--- config.mk ---
export PLATFORM = sky130hd
export DESIGN_NAME = combined_lcg_shuffle_rng
export DESIGN_NICKNAME = d
export VERILOG_FILES = /design/src/hdl/clsr_pkg.sv /design/src/hdl/clsr_modmul.sv /design/src/hdl/combined_lcg_shuffle_rng.sv
export SDC_FILE = /design/constraint.sdc
export NUM_CORES = 2
export LEC_CHECK = 0
export BUFFER_PORTS_ARGS = -buffer_cell sky130_fd_sc_hd__buf_2
export CAP_MARGIN = 30
export CORE_MARGIN = 10
export CORE_UTILIZATION = 50
export DETAILED_ROUTE_END_ITERATION = 12
export PLACE_DENSITY = 0.66
export SYNTH_ARGS = -nofsm -noshare
export SYNTH_HDL_FRONTEND = slang
export SYNTH_SLANG_ARGS = --single-unit
--- constraint.sdc ---
create_clock -name clock -period 12.7 [get_ports clock]
set_input_delay 0 -clock clock [delete_from_list [all_inputs] [get_ports clock]]
set_output_delay 0 -clock clock [all_outputs]
set_load 0.02 [all_outputs]
--- src/hdl/clsr_pkg.sv ---
// ----------------------------------------------------------------------------
// clsr_pkg
// Shared constants and types of the combined LCG / shuffle-table generator.
// ----------------------------------------------------------------------------
package clsr_pkg;

   localparam int GEN_W  = 31;  // generator state and sample width
   localparam int MUL_W  = 16;  // multiplier constant width
   localparam int FOLD_W = 8;   // 2^31 - modulus fits here
   localparam int FRAC_W = 32;

   localparam int DEFAULT_TABLE_SIZE   = 32;
   localparam int DEFAULT_WARMUP_EXTRA = 8;

   localparam logic [GEN_W-1:0]  MOD_ONE     = 31'd2147483563;
   localparam logic [GEN_W-1:0]  MOD_TWO     = 31'd2147483399;
   localparam logic [MUL_W-1:0]  MUL_ONE     = 16'd40014;
   localparam logic [MUL_W-1:0]  MUL_TWO     = 16'd40692;
   // 2^31 mod modulus, used to fold the high part of a product back down
   localparam logic [FOLD_W-1:0] FOLD_ONE    = 8'd85;
   localparam logic [FOLD_W-1:0] FOLD_TWO    = 8'd249;
   localparam logic [GEN_W-1:0]  SECOND_SEED = 31'd123456789;
   // x * 2^32 / MOD_ONE = 2x + 170x / MOD_ONE
   localparam logic [FOLD_W-1:0] FRAC_MUL    = 8'd170;
   localparam logic [FRAC_W-1:0] FRAC_MAX    = 32'd4294966780;

   localparam logic OP_NEXT   = 1'b0;
   localparam logic OP_RESEED = 1'b1;

   typedef struct packed {
      logic start;
      logic sel_two;
   } mm_req_type;

   typedef struct packed {
      logic done;
      logic sel_two;
   } mm_rsp_type;

endpackage

--- src/hdl/clsr_modmul.sv ---
// ----------------------------------------------------------------------------
// clsr_modmul
// Three-stage modular multiplier shared by both generators: product,
// fold of the high part by 2^31 mod m, final conditional correction.
// ----------------------------------------------------------------------------
module clsr_modmul (
   input  logic                          clock,
   input  logic                          reset,
   input  clsr_pkg::mm_req_type          req,
   input  logic [clsr_pkg::GEN_W-1:0]    operand,
   output clsr_pkg::mm_rsp_type          rsp,
   output logic [clsr_pkg::GEN_W-1:0]    result
);

   localparam int GenW  = clsr_pkg::GEN_W;
   localparam int ProdW = clsr_pkg::GEN_W + clsr_pkg::MUL_W;
   localparam int FoldW = clsr_pkg::GEN_W + 1;

   logic                        v0_ff, v0_in, v1_ff, v1_in, v2_ff, v2_in;
   logic                        sel0_ff, sel0_in, sel1_ff, sel1_in, sel2_ff, sel2_in;
   logic [ProdW-1:0]            prod_ff, prod_in;
   logic [FoldW-1:0]            fold_ff, fold_in;
   logic [GenW-1:0]             res_ff, res_in;
   logic [clsr_pkg::MUL_W-1:0]  mult;
   logic [clsr_pkg::FOLD_W-1:0] fold_c0, fold_c1;
   logic [GenW-1:0]             modv, low;

   always_comb begin
      mult    = req.sel_two ? clsr_pkg::MUL_TWO : clsr_pkg::MUL_ONE;
      v0_in   = req.start;
      sel0_in = req.sel_two;
      prod_in = ProdW'(operand) * ProdW'(mult);

      fold_c0 = sel0_ff ? clsr_pkg::FOLD_TWO : clsr_pkg::FOLD_ONE;
      v1_in   = v0_ff;
      sel1_in = sel0_ff;
      fold_in = FoldW'(prod_ff[ProdW-1:GenW]) * FoldW'(fold_c0)
              + FoldW'(prod_ff[GenW-1:0]);

      // fold < 2^31 + 2^24: either small with bit 31 set, or below 2m
      fold_c1 = sel1_ff ? clsr_pkg::FOLD_TWO : clsr_pkg::FOLD_ONE;
      modv    = sel1_ff ? clsr_pkg::MOD_TWO : clsr_pkg::MOD_ONE;
      low     = fold_ff[GenW-1:0];
      v2_in   = v1_ff;
      sel2_in = sel1_ff;
      if (fold_ff[GenW]) begin
         res_in = low + GenW'(fold_c1);
      end else if (low >= modv) begin
         res_in = low - modv;
      end else begin
         res_in = low;
      end
   end

   always_ff @(posedge clock) begin
      if (reset) begin
         v0_ff <= 1'b0;
         v1_ff <= 1'b0;
         v2_ff <= 1'b0;
      end else begin
         v0_ff <= v0_in;
         v1_ff <= v1_in;
         v2_ff <= v2_in;
      end
   end

   always_ff @(posedge clock) begin
      sel0_ff <= sel0_in;
      sel1_ff <= sel1_in;
      sel2_ff <= sel2_in;
      prod_ff <= prod_in;
      fold_ff <= fold_in;
      res_ff  <= res_in;
   end

   assign rsp.done    = v2_ff;
   assign rsp.sel_two = sel2_ff;
   assign result      = res_ff;

endmodule

--- src/hdl/combined_lcg_shuffle_rng.sv ---
// ----------------------------------------------------------------------------
// combined_lcg_shuffle_rng
// Combined two-stream LCG with a shuffle table. A word with tuser = 1
// reseeds: stream one from tdata (values below 1 load 1), stream two with
// 123456789, then TABLE_SIZE + WARMUP_EXTRA steps of stream one fill the
// table; no result word. A word with tuser = 0 steps both streams, mixes
// through the table and returns sample and its Q0.32 fraction; if the
// generator was never seeded it first reseeds with 1. Both streams share
// one three-stage modular multiplier. A next word runs two passes through
// the multiplier, a reciprocal-multiply slot estimate with a one-step
// correction, the table read-modify-write and three fraction steps; an
// unseeded next first runs a full reseed. The block takes one word at a
// time; a finished result waits in the output register while the next
// word is accepted.
// ----------------------------------------------------------------------------
module combined_lcg_shuffle_rng #(
   parameter int TABLE_SIZE   = clsr_pkg::DEFAULT_TABLE_SIZE,
   parameter int WARMUP_EXTRA = clsr_pkg::DEFAULT_WARMUP_EXTRA
) (
   input  logic        clock,
   input  logic        reset,
   input  logic        req_tvalid,
   output logic        req_tready,
   input  logic [31:0] req_tdata,   // [31:0] seed
   input  logic [0:0]  req_tuser,   // [0] op
   output logic        rsp_tvalid,
   input  logic        rsp_tready,
   output logic [63:0] rsp_tdata    // [30:0] sample, [62:31] fraction, [63] zero
);

   localparam int GenW  = clsr_pkg::GEN_W;
   localparam int FracW = clsr_pkg::FRAC_W;
   localparam int IdxW  = (TABLE_SIZE > 1) ? $clog2(TABLE_SIZE) : 1;
   localparam int CntW  = $clog2(TABLE_SIZE + WARMUP_EXTRA + 1);
   localparam int QuoW  = $clog2(TABLE_SIZE + 1);
   localparam int CandW = QuoW + 1;
   localparam int QprW  = GenW + QuoW;
   localparam int ChkW  = GenW + CandW;
   localparam int TW    = GenW + clsr_pkg::FOLD_W;
   localparam logic [GenW-1:0] SlotDiv =
      GenW'(1 + (64'(clsr_pkg::MOD_ONE) - 64'd2) / TABLE_SIZE);
   localparam logic [QuoW-1:0] SlotRecip =
      QuoW'((64'd1 << GenW) / 64'(SlotDiv));

   typedef enum logic [12:0] {
      ST_IDLE       = 13'b0000000000001,
      ST_SEED_ISSUE = 13'b0000000000010,
      ST_SEED_WAIT  = 13'b0000000000100,
      ST_ONE_ISSUE  = 13'b0000000001000,
      ST_TWO_ISSUE  = 13'b0000000010000,
      ST_MUL_WAIT   = 13'b0000000100000,
      ST_DIV        = 13'b0000001000000,
      ST_READ       = 13'b0000010000000,
      ST_MIX        = 13'b0000100000000,
      ST_FRAC_MUL   = 13'b0001000000000,
      ST_FRAC_FOLD  = 13'b0010000000000,
      ST_FRAC_SUM   = 13'b0100000000000,
      ST_OUT        = 13'b1000000000000
   } state_type;

   state_type            state_ff, state_in;
   logic [GenW-1:0]      gen_one_ff, gen_one_in, gen_two_ff, gen_two_in;
   logic [GenW-1:0]      last_ff, last_in;
   logic                 pend_ff, pend_in;
   logic                 rsp_tvalid_ff, rsp_tvalid_in;

   logic [CntW-1:0]      cnt_ff, cnt_in;
   logic [QuoW-1:0]      quo_ff, quo_in;
   logic [IdxW-1:0]      slot_ff, slot_in;
   logic [GenW-1:0]      rd_data_ff;
   logic [TW-1:0]        t_ff, t_in;
   logic [FracW:0]       fsum_ff, fsum_in;
   logic                 carry_ff, carry_in;
   logic [FracW-1:0]     frac_ff, frac_in;
   logic [GenW-1:0]      rsp_sample_ff, rsp_sample_in;
   logic [FracW-1:0]     rsp_frac_ff, rsp_frac_in;

   logic [GenW-1:0]      shuf_mem [TABLE_SIZE];
   logic                 wr_en;
   logic [IdxW-1:0]      wr_idx;
   logic [GenW-1:0]      wr_data;

   clsr_pkg::mm_req_type mm_req;
   clsr_pkg::mm_rsp_type mm_rsp;
   logic [GenW-1:0]      mm_operand, mm_result;

   logic                 accept, out_load;
   logic [QprW-1:0]      quo_prod;
   logic [CandW-1:0]     quo_cand, quo_fix, quo_sat;
   logic [ChkW-1:0]      cand_lim;
   logic [GenW+1:0]      diff;
   logic [clsr_pkg::FOLD_W-1:0] frac_hi;
   logic [GenW+1:0]      frac_low_sum;
   logic [FracW:0]       frac_full;

   clsr_modmul u_modmul (
      .clock   (clock),
      .reset   (reset),
      .req     (mm_req),
      .operand (mm_operand),
      .rsp     (mm_rsp),
      .result  (mm_result)
   );

   assign req_tready = (state_ff == ST_IDLE);
   assign accept     = req_tvalid && req_tready;
   assign out_load   = !rsp_tvalid_ff || rsp_tready;

   always_comb begin
      state_in      = state_ff;
      gen_one_in    = gen_one_ff;
      gen_two_in    = gen_two_ff;
      last_in       = last_ff;
      pend_in       = pend_ff;
      rsp_tvalid_in = rsp_tvalid_ff && !rsp_tready;
      cnt_in        = cnt_ff;
      quo_in        = quo_ff;
      slot_in       = slot_ff;
      t_in          = t_ff;
      fsum_in       = fsum_ff;
      carry_in      = carry_ff;
      frac_in       = frac_ff;
      rsp_sample_in = rsp_sample_ff;
      rsp_frac_in   = rsp_frac_ff;
      mm_req.start   = 1'b0;
      mm_req.sel_two = 1'b0;
      mm_operand     = gen_one_ff;
      wr_en          = 1'b0;
      wr_idx         = slot_ff;
      wr_data        = gen_one_ff;

      // slot estimate by reciprocal multiply, low by at most one
      quo_prod = QprW'(last_ff) * QprW'(SlotRecip);
      quo_cand = CandW'(quo_ff) + CandW'(1);
      cand_lim = ChkW'(quo_cand) * ChkW'(SlotDiv);
      quo_fix  = (ChkW'(last_ff) >= cand_lim) ? quo_cand : CandW'(quo_ff);
      quo_sat  = (quo_fix > CandW'(TABLE_SIZE - 1)) ? CandW'(TABLE_SIZE - 1) : quo_fix;

      diff         = (GenW + 2)'(rd_data_ff) - (GenW + 2)'(gen_two_ff);
      frac_hi      = t_ff[TW-1:GenW];
      frac_low_sum = (GenW + 2)'(t_ff[GenW-1:0])
                   + (GenW + 2)'(frac_hi) * (GenW + 2)'(clsr_pkg::FOLD_ONE);
      frac_full    = fsum_ff + (FracW + 1)'(carry_ff);

      unique case (state_ff)
         ST_IDLE: begin
            if (accept) begin
               gen_two_in = clsr_pkg::SECOND_SEED;
               cnt_in     = CntW'(TABLE_SIZE + WARMUP_EXTRA - 1);
               if (req_tuser[0] == clsr_pkg::OP_RESEED) begin
                  pend_in    = 1'b0;
                  gen_one_in = (req_tdata[31] || req_tdata == 32'd0) ?
                               GenW'(1) : req_tdata[GenW-1:0];
                  state_in   = ST_SEED_ISSUE;
               end else if (last_ff == '0) begin
                  // never seeded, or seeded into the zero cycle
                  pend_in    = 1'b1;
                  gen_one_in = GenW'(1);
                  state_in   = ST_SEED_ISSUE;
               end else begin
                  gen_two_in = gen_two_ff;
                  state_in   = ST_ONE_ISSUE;
               end
            end
         end
         ST_SEED_ISSUE: begin
            mm_req.start = 1'b1;
            state_in     = ST_SEED_WAIT;
         end
         ST_SEED_WAIT: begin
            if (mm_rsp.done) begin
               gen_one_in = mm_result;
               if (cnt_ff < CntW'(TABLE_SIZE)) begin
                  wr_en   = 1'b1;
                  wr_idx  = cnt_ff[IdxW-1:0];
                  wr_data = mm_result;
               end
               if (cnt_ff == '0) begin
                  last_in  = mm_result;
                  state_in = pend_ff ? ST_ONE_ISSUE : ST_IDLE;
               end else begin
                  cnt_in   = cnt_ff - CntW'(1);
                  state_in = ST_SEED_ISSUE;
               end
            end
         end
         ST_ONE_ISSUE: begin
            mm_req.start = 1'b1;
            state_in     = ST_TWO_ISSUE;
         end
         ST_TWO_ISSUE: begin
            mm_req.start   = 1'b1;
            mm_req.sel_two = 1'b1;
            mm_operand     = gen_two_ff;
            quo_in         = quo_prod[QprW-1:GenW];
            state_in       = ST_MUL_WAIT;
         end
         ST_MUL_WAIT: begin
            if (mm_rsp.done) begin
               if (mm_rsp.sel_two) begin
                  gen_two_in = mm_result;
                  state_in   = ST_DIV;
               end else begin
                  gen_one_in = mm_result;
               end
            end
         end
         ST_DIV: begin
            slot_in  = quo_sat[IdxW-1:0];
            state_in = ST_READ;
         end
         ST_READ: begin
            state_in = ST_MIX;
         end
         ST_MIX: begin
            wr_en   = 1'b1;
            wr_idx  = slot_ff;
            wr_data = gen_one_ff;
            // wrap results below one into the top of the range
            if (diff[GenW+1] || diff == '0) begin
               last_in = GenW'(diff + (GenW + 2)'(clsr_pkg::MOD_ONE) - (GenW + 2)'(1));
            end else begin
               last_in = diff[GenW-1:0];
            end
            state_in = ST_FRAC_MUL;
         end
         ST_FRAC_MUL: begin
            t_in     = TW'(last_ff) * TW'(clsr_pkg::FRAC_MUL);
            state_in = ST_FRAC_FOLD;
         end
         ST_FRAC_FOLD: begin
            fsum_in  = (FracW + 1)'({last_ff, 1'b0}) + (FracW + 1)'(frac_hi);
            carry_in = frac_low_sum >= (GenW + 2)'(clsr_pkg::MOD_ONE);
            state_in = ST_FRAC_SUM;
         end
         ST_FRAC_SUM: begin
            frac_in  = (frac_full > (FracW + 1)'(clsr_pkg::FRAC_MAX)) ?
                       clsr_pkg::FRAC_MAX : frac_full[FracW-1:0];
            state_in = ST_OUT;
         end
         ST_OUT: begin
            if (out_load) begin
               rsp_tvalid_in = 1'b1;
               rsp_sample_in = last_ff;
               rsp_frac_in   = frac_ff;
               state_in      = ST_IDLE;
            end
         end
         default: begin
            state_in = ST_IDLE;
         end
      endcase
   end

   always_ff @(posedge clock) begin
      if (reset) begin
         state_ff      <= ST_IDLE;
         gen_one_ff    <= GenW'(1);
         gen_two_ff    <= clsr_pkg::SECOND_SEED;
         last_ff       <= '0;
         pend_ff       <= 1'b0;
         rsp_tvalid_ff <= 1'b0;
      end else begin
         state_ff      <= state_in;
         gen_one_ff    <= gen_one_in;
         gen_two_ff    <= gen_two_in;
         last_ff       <= last_in;
         pend_ff       <= pend_in;
         rsp_tvalid_ff <= rsp_tvalid_in;
      end
   end

   always_ff @(posedge clock) begin
      cnt_ff        <= cnt_in;
      quo_ff        <= quo_in;
      slot_ff       <= slot_in;
      t_ff          <= t_in;
      fsum_ff       <= fsum_in;
      carry_ff      <= carry_in;
      frac_ff       <= frac_in;
      rsp_sample_ff <= rsp_sample_in;
      rsp_frac_ff   <= rsp_frac_in;
   end

   // shuffle table: one write port, registered read
   always_ff @(posedge clock) begin
      if (wr_en) begin
         shuf_mem[wr_idx] <= wr_data;
      end
      rd_data_ff <= shuf_mem[slot_ff];
   end

   assign rsp_tvalid = rsp_tvalid_ff;
   assign rsp_tdata  = {1'b0, rsp_frac_ff, rsp_sample_ff};

`ifndef SYNTHESIS
   a_mm_done_expected: assert property (@(posedge clock) disable iff (reset)
      mm_rsp.done |-> (state_ff == ST_SEED_WAIT || state_ff == ST_MUL_WAIT))
      else $error("multiplier result arrived outside a wait state");

   a_mm_reduced: assert property (@(posedge clock) disable iff (reset)
      mm_rsp.done |-> (mm_result < (mm_rsp.sel_two ? clsr_pkg::MOD_TWO
                                                   : clsr_pkg::MOD_ONE)))
      else $error("multiplier result not reduced");

   a_table_entry_valid: assert property (@(posedge clock) disable iff (reset)
      (state_ff == ST_MIX) |-> (rd_data_ff != '0 && rd_data_ff < clsr_pkg::MOD_ONE))
      else $error("shuffle table entry out of range");

   a_sample_nonzero: assert property (@(posedge clock) disable iff (reset)
      (state_ff == ST_MIX) |=> (last_ff != '0))
      else $error("sample wrapped to zero");
`endif

endmodule

# Yosys cells after proc, flatten, opt, wreduce, memory -nomap -nowiden
# Memories as Yosys holds them, arrays and structs flattened. A register that Yosys moved wholly into a read port is not among the register bits.
# Index checks and enable logic that the tools add are counted.
[totals]
mem_count = 1
ff_bits = 407
mem_bits_rw = 992
in_bits = 37
wordCells = 150
out_inout_bits = 66
[op_classes]
reduce_logical = 24
muxes = 57
add_sub_neg = 11
order_cmp = 6
mul = 5
n_eq_ne = 22
[memory_table]
columns = ["memory", "depth", "word_bits", "read_ports", "rd_clocked_by_memory_dff", "write_ports", "line_no", "source"]
rows = [
  ["shuf_mem", 32, 31, 1, 1, 1, "combined_lcg_shuffle_rng.sv:78", "logic [GenW-1:0] shuf_mem [TABLE_SIZE];"],
]
[ops]
columns = ["operator", "n"]
rows = [
  ["2-to-1 mux 31 bit", 21],
  ["case mux 13 bit (13 select lines)", 1],
  ["case mux 31 bit (2 select lines)", 2],
  ["case mux 31 bit (3 select lines)", 1],
  ["2-to-1 mux 13 bit", 5],
  ["multiplier 31 x 16 -> 47 bit", 1],
  ["multiplier 31 x 7 -> 38 bit (second input constant)", 1],
  ["adder 32 x 8 -> 33 bit", 1],
  ["adder 33 x 1 -> 33 bit", 1],
  ["greater-than comparator 33 x 32 -> 1 bit (second input constant)", 1],
  ["zero test 33 bit", 1],
  ["adder 24 x 31 -> 32 bit", 1],
  ["adder 31 x 15 -> 32 bit", 1],
  ["greater-or-equal comparator 31 x 32 -> 1 bit", 1],
  ["greater-or-equal comparator 32 x 31 -> 1 bit (second input constant)", 1],
  ["zero test 32 bit", 1],
  ["subtractor 31 x 31 -> 32 bit", 1],
  ["adder 31 x 8 -> 31 bit", 1],
  ["adder 31 x 8 -> 31 bit (second input constant)", 1],
  ["greater-or-equal comparator 31 bit", 1],
  ["zero test 31 bit", 1],
  ["multiplier 6 x 25 -> 31 bit (second input constant)", 1],
  ["subtractor 31 x 1 -> 31 bit (second input constant)", 1],
  ["subtractor 31 bit", 1],
  ["42 further kinds", 76],
]

# Depth between registers and ports, before layout
[depth]
depth_word = 6
ltp_mapped = 34
depth_no_buf = 32

# Modules after synthesis
# Synthesis repeated with hierarchy kept, for this count alone.
[unflattened]
cells_unflattened = 5938
area_unflattened_um2 = 80496.0
[modules_own_cells]
columns = ["mod", "seq_area_each_um2", "instances", "area_per_inst_um2", "cells_each"]
rows = [
  ["combined_lcg_shuffle_rng", 38066.5, 1, 61649.1, 4039],
  ["clsr_modmul", 2302.2, 1, 18846.8, 1899],
]

# Worst setup path after synthesis
# No wires, ideal clock.
[synth_timing]
path_type = "register to register"
startpoint = "register state_ff[1]"
endpoint = "register u_modmul.prod_ff[45]"
path_slack_ns = 4.758
required_ns = 12.635
arrival_ns = 7.877
path_buffers = 3
period_less_slack_ns = 7.942
setup_time_ns = 0.065
stages_incl_launch_ff = 33
cell_sequence = "dfxtp_1 > or3_1 > nor3_2 > nand4b_1 > inv_1 > clkbuf_1 > nand2_1 > inv_1 > or2_2 > clkbuf_1 > xor2_1 > ha_1 > a21o_1 > fa_1 > fa_1 > fa_1 > fa_1 > inv_1 > fa_1 > inv_1 > ha_1 > clkbuf_1 > a21o_1 > a21o_1 > a21o_1 > a21o_1 > a21oi_1 > o31ai_1 > a2111o_1 > a31oi_1 > o31ai_1 > a2111oi_0 > nand4b_1"
[synth_between]
elab_chain_cells = 4
word_cells_on_any_way = 5
cone_classes = "mul: 1; eq/ne: 1; mux: 3"
[synth_rtl]
columns = ["item", "line_no", "source"]
rows = [
  ["start, declared", "combined_lcg_shuffle_rng.sv:61", "state_type state_ff, state_in;"],
  ["start signal, assigned", "combined_lcg_shuffle_rng.sv:264", "state_ff <= state_in;"],
  ["== test 13 x 5 -> 1 bit (*)", "combined_lcg_shuffle_rng.sv:145", "unique case (state_ff)"],
  ["2-to-1 mux 1 bit", "combined_lcg_shuffle_rng.sv:145", ""],
  ["2-to-1 mux 10 bit", "clsr_modmul.sv:29", "mult = req.sel_two ? clsr_pkg::MUL_TWO : clsr_pkg::MUL_ONE;"],
  ["multiplier 31 x 16 -> 47 bit (*)", "clsr_modmul.sv:32", "prod_in = ProdW'(operand) * ProdW'(mult);"],
  ["net u_modmul.prod_in[45]", "clsr_modmul.sv:21", "logic [ProdW-1:0] prod_ff, prod_in;"],
  ["end signal, assigned", "clsr_modmul.sv:71", "prod_ff <= prod_in;"],
  ["end, declared", "clsr_modmul.sv:21", ""],
]
# Mark *: on every way through the listed nets, which the timed path passes. The rest lies on a longest branch.
# A chain may end at the register's enable or synchronous reset.

# Final worst setup path
# Ends and elaborated chain as after synthesis.

==> flow_summary.json <==
{
  "die-area_mm2": 0.178,
  "min_from": "req_tdata[31]",
  "clock_latency_ps": 800,
  "drc_errors": 0,
  "synth_cell_types": 101,
  "hold_viol": 0,
  "wl_met3_mm": 16.7,
  "cts_resized": 0,
  "rows": 147,
  "multi_input_area_mm2": 0.0361,
  "cts_inserted_buffers": 149,
  "yosys_register_bits": 1429,
  "cp-start-kind": "flip-flop",
  "top_layer": "met5",
  "finClkSkew_ps": 47.6,
  "die_h_um": 421,
  "dp_hpwl_mm": 145,
  "ys.flop_type": "edfxtp_1",
  "grt_antenna_before_repair": 8,
  "viasPerCell": 5.74,
  "regArea_mm2": 0.0404,
  "synth_area_leader_cell": "edfxtp_1",
  "synth_area_leaders": "edfxtp_1 (44%), fa_1 (11%), mux4_2 (8.7%)",
  "synth_most_common_cell": "edfxtp_1",
  "wl_mm": 212,
  "cp.arrival_ps": 9730,
  "netlist_top_cells_count": "edfxtp_1 (1,175), inv_1 (956), ha_1 (520)",
  "drv_cap": 0,
  "wire_per_inst_um": 24.6,
  "numPortBuffers": 101,
  "drive_gt1_share_pct": 13.9,
  "ys.warnings.count": 0,
  "grt_max_degree": 99,
  "grt_pass1_wl_mm": 319,
  "clk_pin_slew_ps": 60,
  "die_x_um": 421,
  "io_pins": 103,
  "grt_overflow": 0,
  "critPathMaxFanout": 73,
  "routabilityCongestion": 0.954,
  "finalCritPeriodShare_pct": 71.1,
  "critPathLaunch": "state_ff[1]$_SDFFE_PP0P_",
  "drtAntennaViolNets": 0,
  "ctsRootBufferMaster": "clkbuf_16",
  "syn_nets": 7094,
  "drt-met1-wl_mm": 88.5,
  "max_freq_mhz": 111,
  "worstMarginPinSlew_ps": 1110,
  "drtIter0Drc": 5056,
  "firstDrtPassIters": 6,
  "synth_area_mm2": 0.0806,
  "setup_violations": 0,
  "worstSetupPathType": "reg2reg",
  "async_flop_share_pct": 0,
  "cp_slowest_cell": "fa_1",
  "pre_cts_slack_ps": 3850,
  "cts_tree": "done",
  "clock_path_buffers": 3,
  "avgSynthCellArea_um2": 13.2,
  "worstSetupEndpointType": "flip-flop",
  "syn_inst": 6106,
  "synth-seq-area-share_pct": 50.1,
  "cts_sinks": 1429,
  "synth_edf_count": 1175,
  "grt_setup_unrepaired": "no",
  "num_vias": 49400,
  "critical_path_required_ps": 13400,
  "hp-class": "in2reg",
  "fin_util_pct": 56.2,
  "htreeDepth": 4,
  "met2_length_mm": 98.7,
  "synth_top_area_share_pct": 43.8,
  "fillCellCount": 13000,
  "syn_to_final_growth_pct": 11.8,
  "fin_setup_tns_ps": 0,
  "fin_nets": 7305,
  "cts_setup_buffers": 0,
  "worstReg2RegStart": "state_ff[1]$_SDFFE_PP0P_",
  "max-slew-margin-rel_pct": 25.6,
  "initial_core_util_pct": 50.2,
  "status": "finished, final reports clean",
  "fin_ws_ps": 3670,
  "slew_violations": 0,
  "grt_usage_pct": 23.7,
  "grt_pass1_vias": 50100,
  "max_stage_delay_ps": 500,
  "design.core.area_mm2": 0.160,
  "postCtsHoldBufs": 35,
  "min_period_ps": 9030,
  "crit_path_frequent_cell": "fa_1"
}
kinds of logic (layout without fill, tap and decap cells):
group	count (synthesis)	count (layout)	share of synthesized area, %
other	2	3	0.00932
adder cells (fa/ha/maj)	951	951	18.8
AO/OA/AOI/OAI	739	739	5.97
flip-flops	1429	1429	50.1
XOR/XNOR	270	270	2.96
buffers and inverters	1150	1489	5.41
AND/OR/NAND/NOR	1198	1198	7.32
multiplexers	367	367	9.43
worst paths after layout:
check | end | slack [ps] | cells after the start
min reg2reg | rsp_frac_ff[3]$_DFFE_PP_ | 420 | 0
min | gen_one_ff[0]$_SDFFE_PP1P_ | 110 | 5
max | u_modmul.prod_ff[45]$_DFF_P_ | 3670 | 29
max reg2reg | u_modmul.prod_ff[45]$_DFF_P_ | 3670 | 29
placed cells by master (no fill, tap or decap), types with 38 or more instances in the layout:
master and instances:
a21oi_1 209, inv_1 956, nand2_1 390, nand3_1 112, nand4_1 44, and3_1 48
nor2_1 216, xnor2_1 171, a21o_1 91, xor2_1 96, a211oi_1 50, o21bai_1 46
mux2_2 38, and2_1 51, o21ai_0 115, dfxtp_1 254, buf_4 97, nor3_1 74
edfxtp_1 1175, fa_1 431, mux4_2 310, ha_1 520, nor2b_1 48, buf_2 101
clkbuf_16 151
sequential cells by signal, summed over array words and instances (netlist names), 5 cells and up:
register / cells
quo_ff: 5
rsp_sample_ff: 31
gen_two_ff: 31
u_modmul.prod_ff: 46
fsum_ff: 33
last_ff: 31
t_ff: 38
state_ff: 13
rd_data_ff: 31
shuf_mem: 992
gen_one_ff: 31
rsp_frac_ff: 32
cnt_ff: 6
frac_ff: 32
u_modmul.fold_ff: 32
u_modmul.result: 31
slot_ff: 5
critical path, delay by kind of cell (launching register included):
family | cells | cell delay [ps]
adders and majority gates | 7 | 3130
DFF | 1 | 360
buffers and inverters | 7 | 1150
AOI/OAI and AO/OA | 8 | 2680
and+or+nand+nor | 7 | 1510
through the flow:
| step | hold slack [ps] | cell area [um^2] | cells |
|---|---|---|---|
| 2_1_floorplan | 213 | 80600 | 6106 |
| 3_3_place_gp | 382 | 84000 | 8269 |
| 3_5_place_dp | 376 | 84300 | 8283 |
| 4_1_cts | 67.5 | 89900 | 8597 |
| 5_1_grt | 111 | 90100 | 8605 |
| 6_report | 109 | 90100 | 8606 |
metal layers:
layer	global-route usage (%)	vias up
met5	0	-
met4	8.38	6
met3	4.33	381
met2	37.5	1932
met1	32.9	25000
li1	-	22100
layout make-up:
| class | count | share of cell area [%] |
|---|---|---|
| antenna | 1 | 0.00278 |
| clock buffer | 193 | 4.48 |
| clock inverter | 86 | 1.27 |
| inverter | 956 | 3.98 |
| multi-input combinational | 3527 | 40.1 |
| sequential | 1429 | 44.8 |
| tap | 2160 | 3.00 |
| timing repair buffer | 254 | 2.37 |
Power is not shown: default switching activity piles up to over one toggle a cycle in this logic, so the estimate is an artifact.
